## src/sv/gnms_pkg.sv

```systemverilog
package gnms_pkg;

  localparam int DEF_MAX_WIDTH = 2048;
  localparam int DEF_GRAD_BITS = 11;

  localparam int MAG_W     = 11;
  localparam int COORD_W   = 11;
  localparam int DIM_W     = 12;
  localparam int THR_W     = 11;
  localparam int DIR_W     = 2;
  localparam int CLASS_W   = 2;
  localparam int CFG_IDX_W = 2;
  localparam int MAX_DIM   = 2048;
  localparam int TAN_W     = 18;
  localparam int SQ_STEPS  = 4;

  localparam logic [MAG_W-1:0] MAG_MAX = '1;

  // tan(22.5) and tan(67.5) in Q16
  localparam logic [TAN_W-1:0] TAN_LO = 18'd27146;
  localparam logic [TAN_W-1:0] TAN_HI = 18'd158218;

  localparam logic [CFG_IDX_W-1:0] REG_IMAGE_WIDTH    = 2'd0;
  localparam logic [CFG_IDX_W-1:0] REG_IMAGE_HEIGHT   = 2'd1;
  localparam logic [CFG_IDX_W-1:0] REG_HIGH_THRESHOLD = 2'd2;
  localparam logic [CFG_IDX_W-1:0] REG_LOW_THRESHOLD  = 2'd3;

  localparam logic [DIM_W-1:0] RST_IMAGE_WIDTH    = 12'd640;
  localparam logic [DIM_W-1:0] RST_IMAGE_HEIGHT   = 12'd480;
  localparam logic [THR_W-1:0] RST_HIGH_THRESHOLD = 11'd200;
  localparam logic [THR_W-1:0] RST_LOW_THRESHOLD  = 11'd80;

  localparam logic [DIR_W-1:0] DIR_HORZ      = 2'd0;
  localparam logic [DIR_W-1:0] DIR_DIAG_DOWN = 2'd1;
  localparam logic [DIR_W-1:0] DIR_VERT      = 2'd2;
  localparam logic [DIR_W-1:0] DIR_DIAG_UP   = 2'd3;

  localparam logic [CLASS_W-1:0] CLASS_NONE   = 2'd0;
  localparam logic [CLASS_W-1:0] CLASS_WEAK   = 2'd1;
  localparam logic [CLASS_W-1:0] CLASS_STRONG = 2'd2;

  typedef struct packed {
    logic [COORD_W-1:0] col;
    logic [COORD_W-1:0] row;
    logic               last_col;
    logic               last_row;
  } pos_t;

  typedef struct packed {
    pos_t             pos;
    logic [DIR_W-1:0] dir;
  } side_t;

  typedef struct packed {
    logic [MAG_W-1:0] mag;
    logic [DIR_W-1:0] dir;
  } pix_t;

  typedef pix_t [2:0][2:0] win_t;

  typedef struct packed {
    logic [COORD_W-1:0] col;
    logic [COORD_W-1:0] row;
    logic [MAG_W-1:0]   mag;
    logic [CLASS_W-1:0] cls;
  } result_t;

endpackage

```

## src/sv/gnms_sqrt.sv

```systemverilog
module gnms_sqrt import gnms_pkg::*; #(
  parameter int GRAD_BITS = DEF_GRAD_BITS
) (
  input  logic                     clk,
  input  logic                     rst,
  input  logic                     en,
  input  logic                     in_valid,
  input  logic [2*GRAD_BITS-1:0]   radicand,
  input  side_t                    in_side,
  output logic                     out_valid,
  output logic [GRAD_BITS-1:0]     root,
  output side_t                    out_side
);

  localparam int G    = GRAD_BITS;
  localparam int NSTG = (G + SQ_STEPS - 1) / SQ_STEPS;

  logic [NSTG-1:0] val_q;
  logic [G+1:0]    rem_q  [NSTG];
  logic [G-1:0]    root_q [NSTG];
  logic [2*G-1:0]  rad_q  [NSTG];
  side_t           side_q [NSTG];

  logic [G+1:0]    rem_next  [NSTG];
  logic [G-1:0]    root_next [NSTG];
  logic [2*G-1:0]  rad_next  [NSTG];

  // two radicand bits per step, SQ_STEPS steps per stage
  always_comb begin
    logic [G+1:0]   cr;
    logic [G+1:0]   rw;
    logic [G+1:0]   tr;
    logic [G-1:0]   ct;
    logic [2*G-1:0] cd;
    for (int k = 0; k < NSTG; k++) begin
      if (k == 0) begin
        cr = '0;
        ct = '0;
        cd = radicand;
      end else begin
        cr = rem_q[k-1];
        ct = root_q[k-1];
        cd = rad_q[k-1];
      end
      for (int t = 0; t < SQ_STEPS; t++) begin
        if (k * SQ_STEPS + t < G) begin
          rw = {cr[G-1:0], cd[2*G-1 -: 2]};
          tr = {ct, 2'b01};
          if (rw >= tr) begin
            cr = rw - tr;
            ct = {ct[G-2:0], 1'b1};
          end else begin
            cr = rw;
            ct = {ct[G-2:0], 1'b0};
          end
          cd = {cd[2*G-3:0], 2'b00};
        end
      end
      rem_next[k]  = cr;
      root_next[k] = ct;
      rad_next[k]  = cd;
    end
  end

  always_ff @(posedge clk) begin
    if (rst) begin
      val_q <= '0;
    end else if (en) begin
      val_q <= {val_q[NSTG-1:0], in_valid} >> 0 == '0 ? '0 : NSTG'({val_q, in_valid});
    end
  end

  always_ff @(posedge clk) begin
    if (en) begin
      for (int k = 0; k < NSTG; k++) begin
        rem_q[k]  <= rem_next[k];
        root_q[k] <= root_next[k];
        rad_q[k]  <= rad_next[k];
        side_q[k] <= (k == 0) ? in_side : side_q[(k == 0) ? 0 : k-1];
      end
    end
  end

  assign out_valid = val_q[NSTG-1];
  assign root      = root_q[NSTG-1];
  assign out_side  = side_q[NSTG-1];

endmodule

```

## config.mk

```make
export PLATFORM = sky130hd
export DESIGN_NAME = gnms_sqrt
export DESIGN_NICKNAME = d
export VERILOG_FILES = /design/src/sv/gnms_pkg.sv /design/src/sv/gnms_sqrt.sv
export SDC_FILE = /design/constraint.sdc
export NUM_CORES = 1
export LEC_CHECK = 0
export ABC_AREA = 0
export ABC_CLOCK_PERIOD_IN_PS = 10400
export BUFFER_PORTS_ARGS = -buffer_cell sky130_fd_sc_hd__buf_4
export CORE_ASPECT_RATIO = 1.25
export CORE_MARGIN = 2
export CORE_UTILIZATION = 37
export CTS_CLUSTER_DIAMETER = 100
export CTS_CLUSTER_SIZE = 24
export DETAILED_ROUTE_END_ITERATION = 8
export HOLD_SLACK_MARGIN = 0.03
export PLACE_DENSITY = 0.66
export SETUP_SLACK_MARGIN = 0.5
export SLEW_MARGIN = 20
export SYNTH_ARGS = -nofsm -noshare
export SYNTH_HDL_FRONTEND = slang
export SYNTH_SLANG_ARGS = --single-unit
```

## constraint.sdc

```tcl
create_clock -name clk -period 10.4 [get_ports clk]
set_clock_uncertainty 0.2 [all_clocks]
set_input_delay 0.52 -clock clk [delete_from_list [all_inputs] [get_ports clk]]
set_output_delay 0.52 -clock clk [all_outputs]
set_load 0.1 [all_outputs]
```

# Yosys cells after proc, flatten, opt, wreduce, memory -nomap -nowiden
# Memory sizes are Yosys's and may differ from the RTL's.
# Index checks and enable logic that the tools add are counted.
[word_totals] n_memories=4 input_bits=52 elab_cells=53 ff_bits=3 ramBits=198
[op_classes] mux=25 n_addsub=11 order_cmp=11 n_reduce_logical=1
[memory_table] memory="side_q" depth=3 width=26 read_ports=3 rd_clocked_by_memory_dff=0 write_ports=3 line_no="gnms_sqrt.sv:22" source="side_t side_q [NSTG];"
[memory_table] memory="rad_q" depth=3 width=16 read_ports=2 rd_clocked_by_memory_dff=0 write_ports=3 line_no="gnms_sqrt.sv:21" source="logic [2*G-1:0] rad_q [NSTG];"
[memory_table] memory="rem_q" depth=3 width=13 read_ports=2 rd_clocked_by_memory_dff=0 write_ports=3 line_no="gnms_sqrt.sv:19" source="logic [G+1:0] rem_q [NSTG];"
[memory_table] memory="root_q" depth=3 width=11 read_ports=3 rd_clocked_by_memory_dff=0 write_ports=3 line_no="gnms_sqrt.sv:20" source="logic [G-1:0] root_q [NSTG];"
[ops] operator="$ge 13x13->1" count=7
[ops] operator="$mux 11" count=8
[ops] operator="$sub 11x11->11" count=5
[ops] operator="$mux 13" count=3
[ops] operator="$sub 13x13->13" count=2
[ops] operator="$ge 13x3->1" count=1
[ops] operator="$ge 13x4->1" count=1
[ops] operator="$ge 13x5->1" count=1
[ops] operator="$mux 1" count=13
[ops] operator="$sub 13x5->13" count=1
[ops] operator="$sub 11x3->11" count=1
[ops] operator="$sub 11x4->11" count=1
[ops] operator="$logic_not 4->1" count=1
[ops] operator="$mux 3" count=1
[ops] operator="$sub 2x1->3 const B" count=1
[ops] operator="$ge 2x1->1 const B" count=1

# Longest topological paths before layout
# Gate-level depths: netlist of run 1.
# An unclocked memory read counts as a cell.
[logic_depth] depth_word=9 mapped_depth=43 ltp_nobuf=38

# Worst setup path before layout of run 1
# OpenSTA, ideal clock, no wires.
[synth_path] path_kind="register to register" from="mem root_q[0][2] in the netlist's numbering" to="mem rem_q[0][18] in the netlist's numbering, data pin" path_stages_with_launch=39 setup_slack_ns=2.188 setup_time_ns=0.260 arrival_time_ns=7.752 path_cell_list="edfxtp_1 -> inv_1 -> ha_1 -> or3_4 -> o221ai_2 -> or3_4 -> nand2_1 -> o21ai_0 -> inv_1 -> ha_1 -> and3_1 -> and2_1 -> nand3b_1 -> a21oi_1 -> nor3_1 -> nand4_2 -> or2_0 -> buf_6 -> [... 3 more ...] -> ha_1 -> clkbuf_1 -> nand2_1 -> or3_1 -> o21a_1 -> o211a_1 -> nand4b_4 -> clkbuf_1 -> nor2_1 -> a21oi_1 -> ha_1 -> nand2_1 -> nand2_1 -> a21o_1 -> a211oi_1 -> o31ai_2 -> nor3_4 -> mux2_4"
[synth_lines] element="from (decl)" line_no="gnms_sqrt.sv:20"
[synth_lines] element="to (decl)" line_no="gnms_sqrt.sv:19"

==> results of run 1 <==
worst max path at each step:
stage / to / slack (ps) / depth (start not counted)
2_1_floorplan: rem_q[0][18] / 2190 / 38
3_3_place_gp: rem_q[0][18] / 1140 / 30
3_5_place_dp: rem_q[0][18] / 910 / 30
4_1_cts: rem_q[0][18] / 900 / 30
5_1_grt: rem_q[0][18] / 760 / 32
6_report: rem_q[0][18] / 1390 / 32
registers in the layout, summed over array words and instances, names as in the netlist:
name,flops
root_q,23
val_q,3
rem_q,22
rad_q,20
side_q,78
area by class of cell:
type	instances	area (um^2)	share of cell area
multi-input cells	580	4160	0.396
inverters	58	220	0.0210
repair buffers	92	707	0.0674
well taps	325	407	0.0388
flip-flops and latches	146	4350	0.415
clock inverters	15	218	0.0208
clock buffers	17	425	0.0406
per-layer routing:
layer,GRT usage,part of all wire,up-vias,routed length [um]
met5,0,0,-,0
met4,0.0523,0.020,0,394
met3,0.0338,0.042,36,823
met2,0.292,0.55,167,10800
met1,0.172,0.39,3076,7770
li1,-,-,3160,-
repair_timing:
action,4_1_cts,5_1_grt
hold endpoints to repair,0,0
gates resized for setup,0,1
setup endpoints to repair,0,11
setup buffers,0,1
hold buffers,0,0
logic make-up after synthesis:
| family | Yosys count | share of synthesized area |
|---|---|---|
| buffers and inverters | 94 | 0.0521 |
| multiplexers | 20 | 0.0245 |
| other | 1 | 0.000418 |
| XOR/XNOR | 56 | 0.0555 |
| adder cells (fa/ha/maj) | 74 | 0.103 |
| AND/OR/NAND/NOR | 230 | 0.133 |
| flip-flops | 146 | 0.485 |
| AO/OA/AOI/OAI | 199 | 0.147 |
cell usage in the layout (no fill, tap or decap), types with 4 or more instances in the layout:
master,synthesis,routed
nor3_1,21,21
nand3_1,19,19
a21oi_1,58,58
or2_2,5,5
edfxtp_1,143,143
nor4_1,4,4
ha_1,74,74
o21ai_0,44,44
o21bai_1,5,5
xnor2_1,36,36
nand3b_1,4,4
inv_1,55,55
mux2_2,5,5
o211ai_1,8,8
inv_6,0,6
nor2b_1,6,6
nand2_1,58,58
a211oi_1,5,5
o21ai_2,4,4
a21o_1,13,13
o31ai_1,6,6
o21a_1,10,10
clkbuf_16,0,17
or3_1,7,7
a31oi_1,8,8
buf_4,26,90
nand2b_1,12,12
and3_1,9,9
bufinv_16,0,4
mux2i_1,12,12
nor2_1,58,58
xor2_1,19,19
power by group:
group / switching, mW / total [mW] / internal [mW]
clock: 0.260 / 0.669 / 0.409
combinational: 0.831 / 1.41 / 0.580
sequential: 0.0413 / 0.794 / 0.753
total: 1.13 / 2.87 / 1.74
per-stage QoR:
| step | util | worst slack [ps] |
|---|---|---|
| final | 0.441 | 1390 |
| after global placement | 0.413 | 1140 |
| after floorplan | - | 2190 |
| after detailed placement | 0.413 | 908 |
| after global routing | 0.441 | 761 |
| after CTS | 0.440 | 896 |
==> flow_metrics.py, run 1 <==
metrics = {
    "run_status": {
        "outcome": "finished, final reports clean",
    },
    "floorplanning": {
        "dieArea_um2": 25500,
        "ios": 90,
        "row_count": 63,
        "coreArea_um2": 23800,
        "fp.dieW_um": 143,
        "die_h_um": 178,
        "initial_core_util": 0.377,
    },
    "logic_synthesis": {
        "avgSynthCellArea_um2": 10.9,
        "synth_seq_area_share": 0.485,
        "synth_flop_cell": "edfxtp_1",
        "yosys_warnings": 0,
        "synth_nets": 946,
        "yosysUniqueCellTypes": 83,
        "yosys-top-cells-count": "143 x edfxtp_1, 74 x ha_1, 58 x a21oi_1, 58 x nand2_1, 58 x nor2_1",
        "synth_cells": 820,
        "synth.most_common_cell": "edfxtp_1",
        "synth_area_leader_cell": "edfxtp_1",
        "yosysTopAreaCellShare": 0.478,
        "synth_area_um2": 8980,
        "synthTopCellsByArea": "edfxtp_1 48%, ha_1 10%, xnor2_1 3.5%",
        "synth-async-reset-ratio": 0,
        "synth_edf_count": 143,
        "ys_seq_elements": 146,
    },
    "timing": {
        "period_needed_ps": 9010,
        "worst_pin_slew_ps": 939,
        "rsz0062_at_grt": "false",
        "timing.hold.ws_ps": 54.8,
        "setup_viol": 0,
        "drv_slew": 0,
        "relSlewSlack": 0.369,
        "tns_ps": 0,
        "fmax_ghz": 0.111,
        "hold_viol_final": 0,
        "post-route-period-util": 0.867,
    },
    "drt": {
        "drt-vias-per-instance": 5.22,
        "firstDrtPassIters": 5,
        "drt_iter0_markers": 336,
        "detail-route-antenna-nets": 0,
        "drt-total-wl_mm": 19.8,
        "post-route-drc-count": 0,
        "avgRoutedWirePerCell_um": 16.0,
        "num_vias": 6439,
    },
    "worst_setup_path": {
        "critPathTopFamily": "simple AND/OR/NAND/NOR gates",
        "critical_path_arrival_ps": 8990,
        "r2r_setup_slack_ps": 1390,
        "regToRegEndpoint": "rem_q[0][18]",
        "path_class": "reg -> reg",
        "crit_path_start_kind": "flop",
        "critPathBufInv": 3,
        "cp.required_ps": 10380,
        "slowest_delay_ps": 640,
        "critical_path.slowest_cell": "o41ai_1",
        "startpoint": "root_q[0][0]",
        "end_kind": "flop",
        "cp_max_fo": 16,
        "r2r_start": "root_q[0][0]",
        "rr_worst_depth": 32,
    },
    "hold_path": {
        "hold_class": "in -> reg",
        "holdPathStages": 2,
        "min_to": "val_q[0]",
        "holdCritStartpoint": "rst",
    },
    "placement": {
        "dp_hpwl_mm": 15.0,
        "gp_congestion": 0.911,
        "portBuffers": 89,
        "dpl_cell_area_um2": 9820,
        "placed_cells": 1200,
    },
    "global_routing": {
        "grt_pass1_wl_mm": 30.8,
        "grt_pass1_vias": 6154,
        "track_usage": 0.155,
        "antenna_found_initial": 0,
        "grt_overflow_total": 0,
        "grt_max_degree": 84,
    },
    "final_layout": {
        "stdcell_area_um2": 10500,
        "instances_no_fill": 1233,
        "nFillCells": 2282,
        "antenna_cells": 0,
        "layout-drive-gt1-share": 0.180,
        "area_delta_synth_final_pct": 16.8,
        "nets": 1021,
    },
    "power": {
        "max-vdd-ir-drop_v": 0.000145,
        "finalPower_mw": 2.87,
        "p_per_area_nw_per_um2": 274,
        "leakagePower_nw": 4.28,
    },
    "clock_network": {
        "clock_latency_ps": 430,
        "tritoncts": "done",
        "cts.sinks": 146,
        "h-tree-depth": 4,
        "cts_made_buffers": 17,
        "clk_path_buf_depth": 2,
        "clkTransAtPathRegs_ps": 70,
        "clock-root-buffer": "clkbuf_16",
    },
    "flow_run": {
        "max-cap-violations": 0,
    },
}
No activity file was read; power rests on OpenSTA's default activity.
==> run 2, diff against run 1 <==
--- a/config.mk
+++ b/config.mk
@@ -6,7 +6,7 @@
 export NUM_CORES = 1
 export LEC_CHECK = 0
 export ABC_AREA = 0
-export ABC_CLOCK_PERIOD_IN_PS = 10400
+export ABC_CLOCK_PERIOD_IN_PS = 8050
 export BUFFER_PORTS_ARGS = -buffer_cell sky130_fd_sc_hd__buf_4
 export CORE_ASPECT_RATIO = 1.25
 export CORE_MARGIN = 2
@@ -15,7 +15,7 @@
 export CTS_CLUSTER_SIZE = 24
 export DETAILED_ROUTE_END_ITERATION = 8
 export HOLD_SLACK_MARGIN = 0.03
-export PLACE_DENSITY = 0.66
+export PLACE_DENSITY = 0.68
 export SETUP_SLACK_MARGIN = 0.5
 export SLEW_MARGIN = 20
 export SYNTH_ARGS = -nofsm -noshare
==> constraint.sdc (replaced) <==
create_clock -name clk -period 8.05 [get_ports clk]
set_clock_uncertainty 0.2 [all_clocks]
set_input_delay 0.4025 -clock clk [delete_from_list [all_inputs] [get_ports clk]]
set_output_delay 0.4025 -clock clk [all_outputs]
set_load 0.1 [all_outputs]
==> run 2 against run 1 <==
- total power rose by 33%
- largest power group unchanged
- maximum frequency increased by 24%
- clock-buffer cell count grew 1
- clock power rose by 20%
- cell area increased by 9.1%
- core utilization increased by 4.0 points
- sequential cell count unchanged
- sequential share of layout area down 3.5 points
- largest cell class is now multi-input gates
- critical path depth up 3
- non-clock buffer count increased by 77
- combinational power rose by 43%
- critical endpoint is now rem_q[0][15]
- sequential power is 30% higher
==> flow_metrics.py, run 2 (same netlist as run 1, synthesis figures left out) <==
metrics = {
    "final_layout": {
        "final_common_cell": "edfxtp_1",
        "layout-drive-gt1-share": 0.247,
        "nets": 1100,
        "largest_reg_flops": 78,
        "reg_top3": "side_q: 78 flops, root_q: 23 flops, rem_q: 22 flops",
        "antenna_cells": 0,
        "top_register": "side_q",
        "stdcell_area_um2": 11400,
        "nFillCells": 2144,
        "area_delta_synth_final_pct": 27.5,
        "mostFrequentLayoutCells": "143 x edfxtp_1, 122 x buf_4, 63 x ha_1, 56 x nand2_1, 55 x nor2_1",
    },
    "timing": {
        "fmax_ghz": 0.137,
        "drv_slew": 0,
        "post-route-period-util": 0.905,
        "rsz0062_at_grt": "false",
        "relSlewSlack": 0.435,
        "finalWorstSetupSlack_ps": 768,
        "period_needed_ps": 7280,
        "hold_viol_final": 0,
        "tns_ps": 0,
        "worst_pin_slew_ps": 847,
        "setup_viol": 0,
    },
    "worst_setup_path": {
        "crit_path_start_kind": "flop",
        "cp.required_ps": 8010,
        "critical_path.slowest_cell": "edfxtp_1",
        "r2r_start": "root_q[0][3]",
        "slowest_delay_ps": 400,
        "end_kind": "flop",
        "path_class": "reg -> reg",
        "startpoint": "root_q[0][3]",
        "cp_max_fo": 9,
        "critical_path_arrival_ps": 7240,
        "cpMostUsedCell": "and3_1",
    },
    "global_routing": {
        "grt_overflow_total": 0,
        "track_usage": 0.161,
        "grt_pass1_wl_mm": 32.2,
        "antenna_found_initial": 0,
        "grt_pass1_vias": 6641,
        "grt_max_degree": 79,
    },
    "drt": {
        "num_vias": 6633,
        "post-route-drc-count": 0,
        "detail-route-antenna-nets": 0,
        "firstDrtPassIters": 5,
        "avgRoutedWirePerCell_um": 15.7,
        "drt-vias-per-instance": 5.06,
        "drt_iter0_markers": 324,
        "drt-total-wl_mm": 20.7,
    },
    "hold_path": {
        "hold_class": "in -> reg",
        "holdCritStartpoint": "radicand[14]",
    },
    "placement": {
        "gp_congestion": 0.933,
        "dpl_cell_area_um2": 10100,
        "dp_hpwl_mm": 15.1,
        "pre_cts_ws_ps": 149,
        "portBuffers": 89,
    },
    "clock_network": {
        "clock_latency_ps": 430,
        "clock-root-buffer": "clkbuf_16",
        "cts.sinks": 146,
        "tritoncts": "done",
        "h-tree-depth": 4,
        "clkTransAtPathRegs_ps": 60,
        "clk_path_buf_depth": 2,
        "cts_made_buffers": 17,
    },
    "run_status": {
        "outcome": "finished, final reports clean",
    },
    "floorplanning": {
        "ios": 90,
        "initial_core_util": 0.377,
        "row_count": 63,
        "dieArea_um2": 25500,
        "die_h_um": 178,
        "coreArea_um2": 23800,
        "fp.dieW_um": 143,
    },
    "power": {
        "leakagePower_nw": 4.65,
        "finalPower_mw": 3.84,
        "p_per_area_nw_per_um2": 335,
        "max-vdd-ir-drop_v": 0.000164,
    },
    "flow_run": {
        "max-cap-violations": 0,
    },
}
[run 2: changes by cell type in the layout (fill, tap and decap cells not counted), moves of 4 or more]
cell | previous run | this run
dlygate4sd3_1 | 0 | 42
buf_4 | 90 | 122
ha_1 | 74 | 63
ha_4 | 0 | 9
a21oi_1 | 58 | 51
a21oi_2 | 1 | 8
inv_1 | 55 | 51
[run 2: where the power goes]
part	internal, mW	switching, mW
Combinational	0.873	1.13
Sequential	0.973	0.0538
Clock	0.477	0.327
Total	2.32	1.51
[run 2: area by class of cell]
class                      count  area [um^2]  share of cell area
inverter                      58          228              0.0199
tap                          325          407              0.0355
multi-input combinational    582         4460               0.390
clock buffer                  18          439              0.0384
clock inverter                14          169              0.0148
timing repair buffer         169         1390               0.121
sequential                   146         4350               0.380
[run 2: worst max-delay path: cells and delay by family, from the launching register on]
family	cells	cell delay (ps)
DFF	1	400
muxes	1	390
xor gates and xnor gates	1	110
buffers and inverters	5	700
and+or+nand+nor	19	3270
adders and majority gates	4	1180
AOI/OAI and AO/OA	5	740
[run 2: layer usage]
| layer | part of all wire | global-route usage | vias to the layer above | wire length [um] |
|---|---|---|---|---|
| met5 | 0 | 0 | - | 0 |
| met4 | 0.021 | 0.0609 | 0 | 425 |
| met3 | 0.031 | 0.0322 | 34 | 642 |
| met2 | 0.54 | 0.296 | 135 | 11300 |
| met1 | 0.40 | 0.181 | 3143 | 8340 |
| li1 | - | - | 3321 | - |
[run 2: through the flow]
stage          instances  hold WS [ps]  utilization
5_1_grt             1312           115        0.481
2_1_floorplan        820           200            -
3_3_place_gp        1225           200        0.424
4_1_cts             1299          84.7        0.468
3_5_place_dp        1225           205        0.424
6_report            1312          94.0        0.481
[run 2: worst paths after layout]
path	cells past startpoint	slack (ps)	end
max	35	770	rem_q[0][15]
min	2	90	rem_q[0][0]
max reg2reg	35	770	rem_q[0][15]
min reg2reg	0	210	rad_q[0][28]
[run 2: repair_timing]
action,4_1_cts,5_1_grt
endpoints found under the setup margin,12,12
gates resized for setup,4,42
cloned,0,3
hold buffers,42,0
buffers inserted,0,10
hold endpoints to repair,43,0
pin swaps,0,11
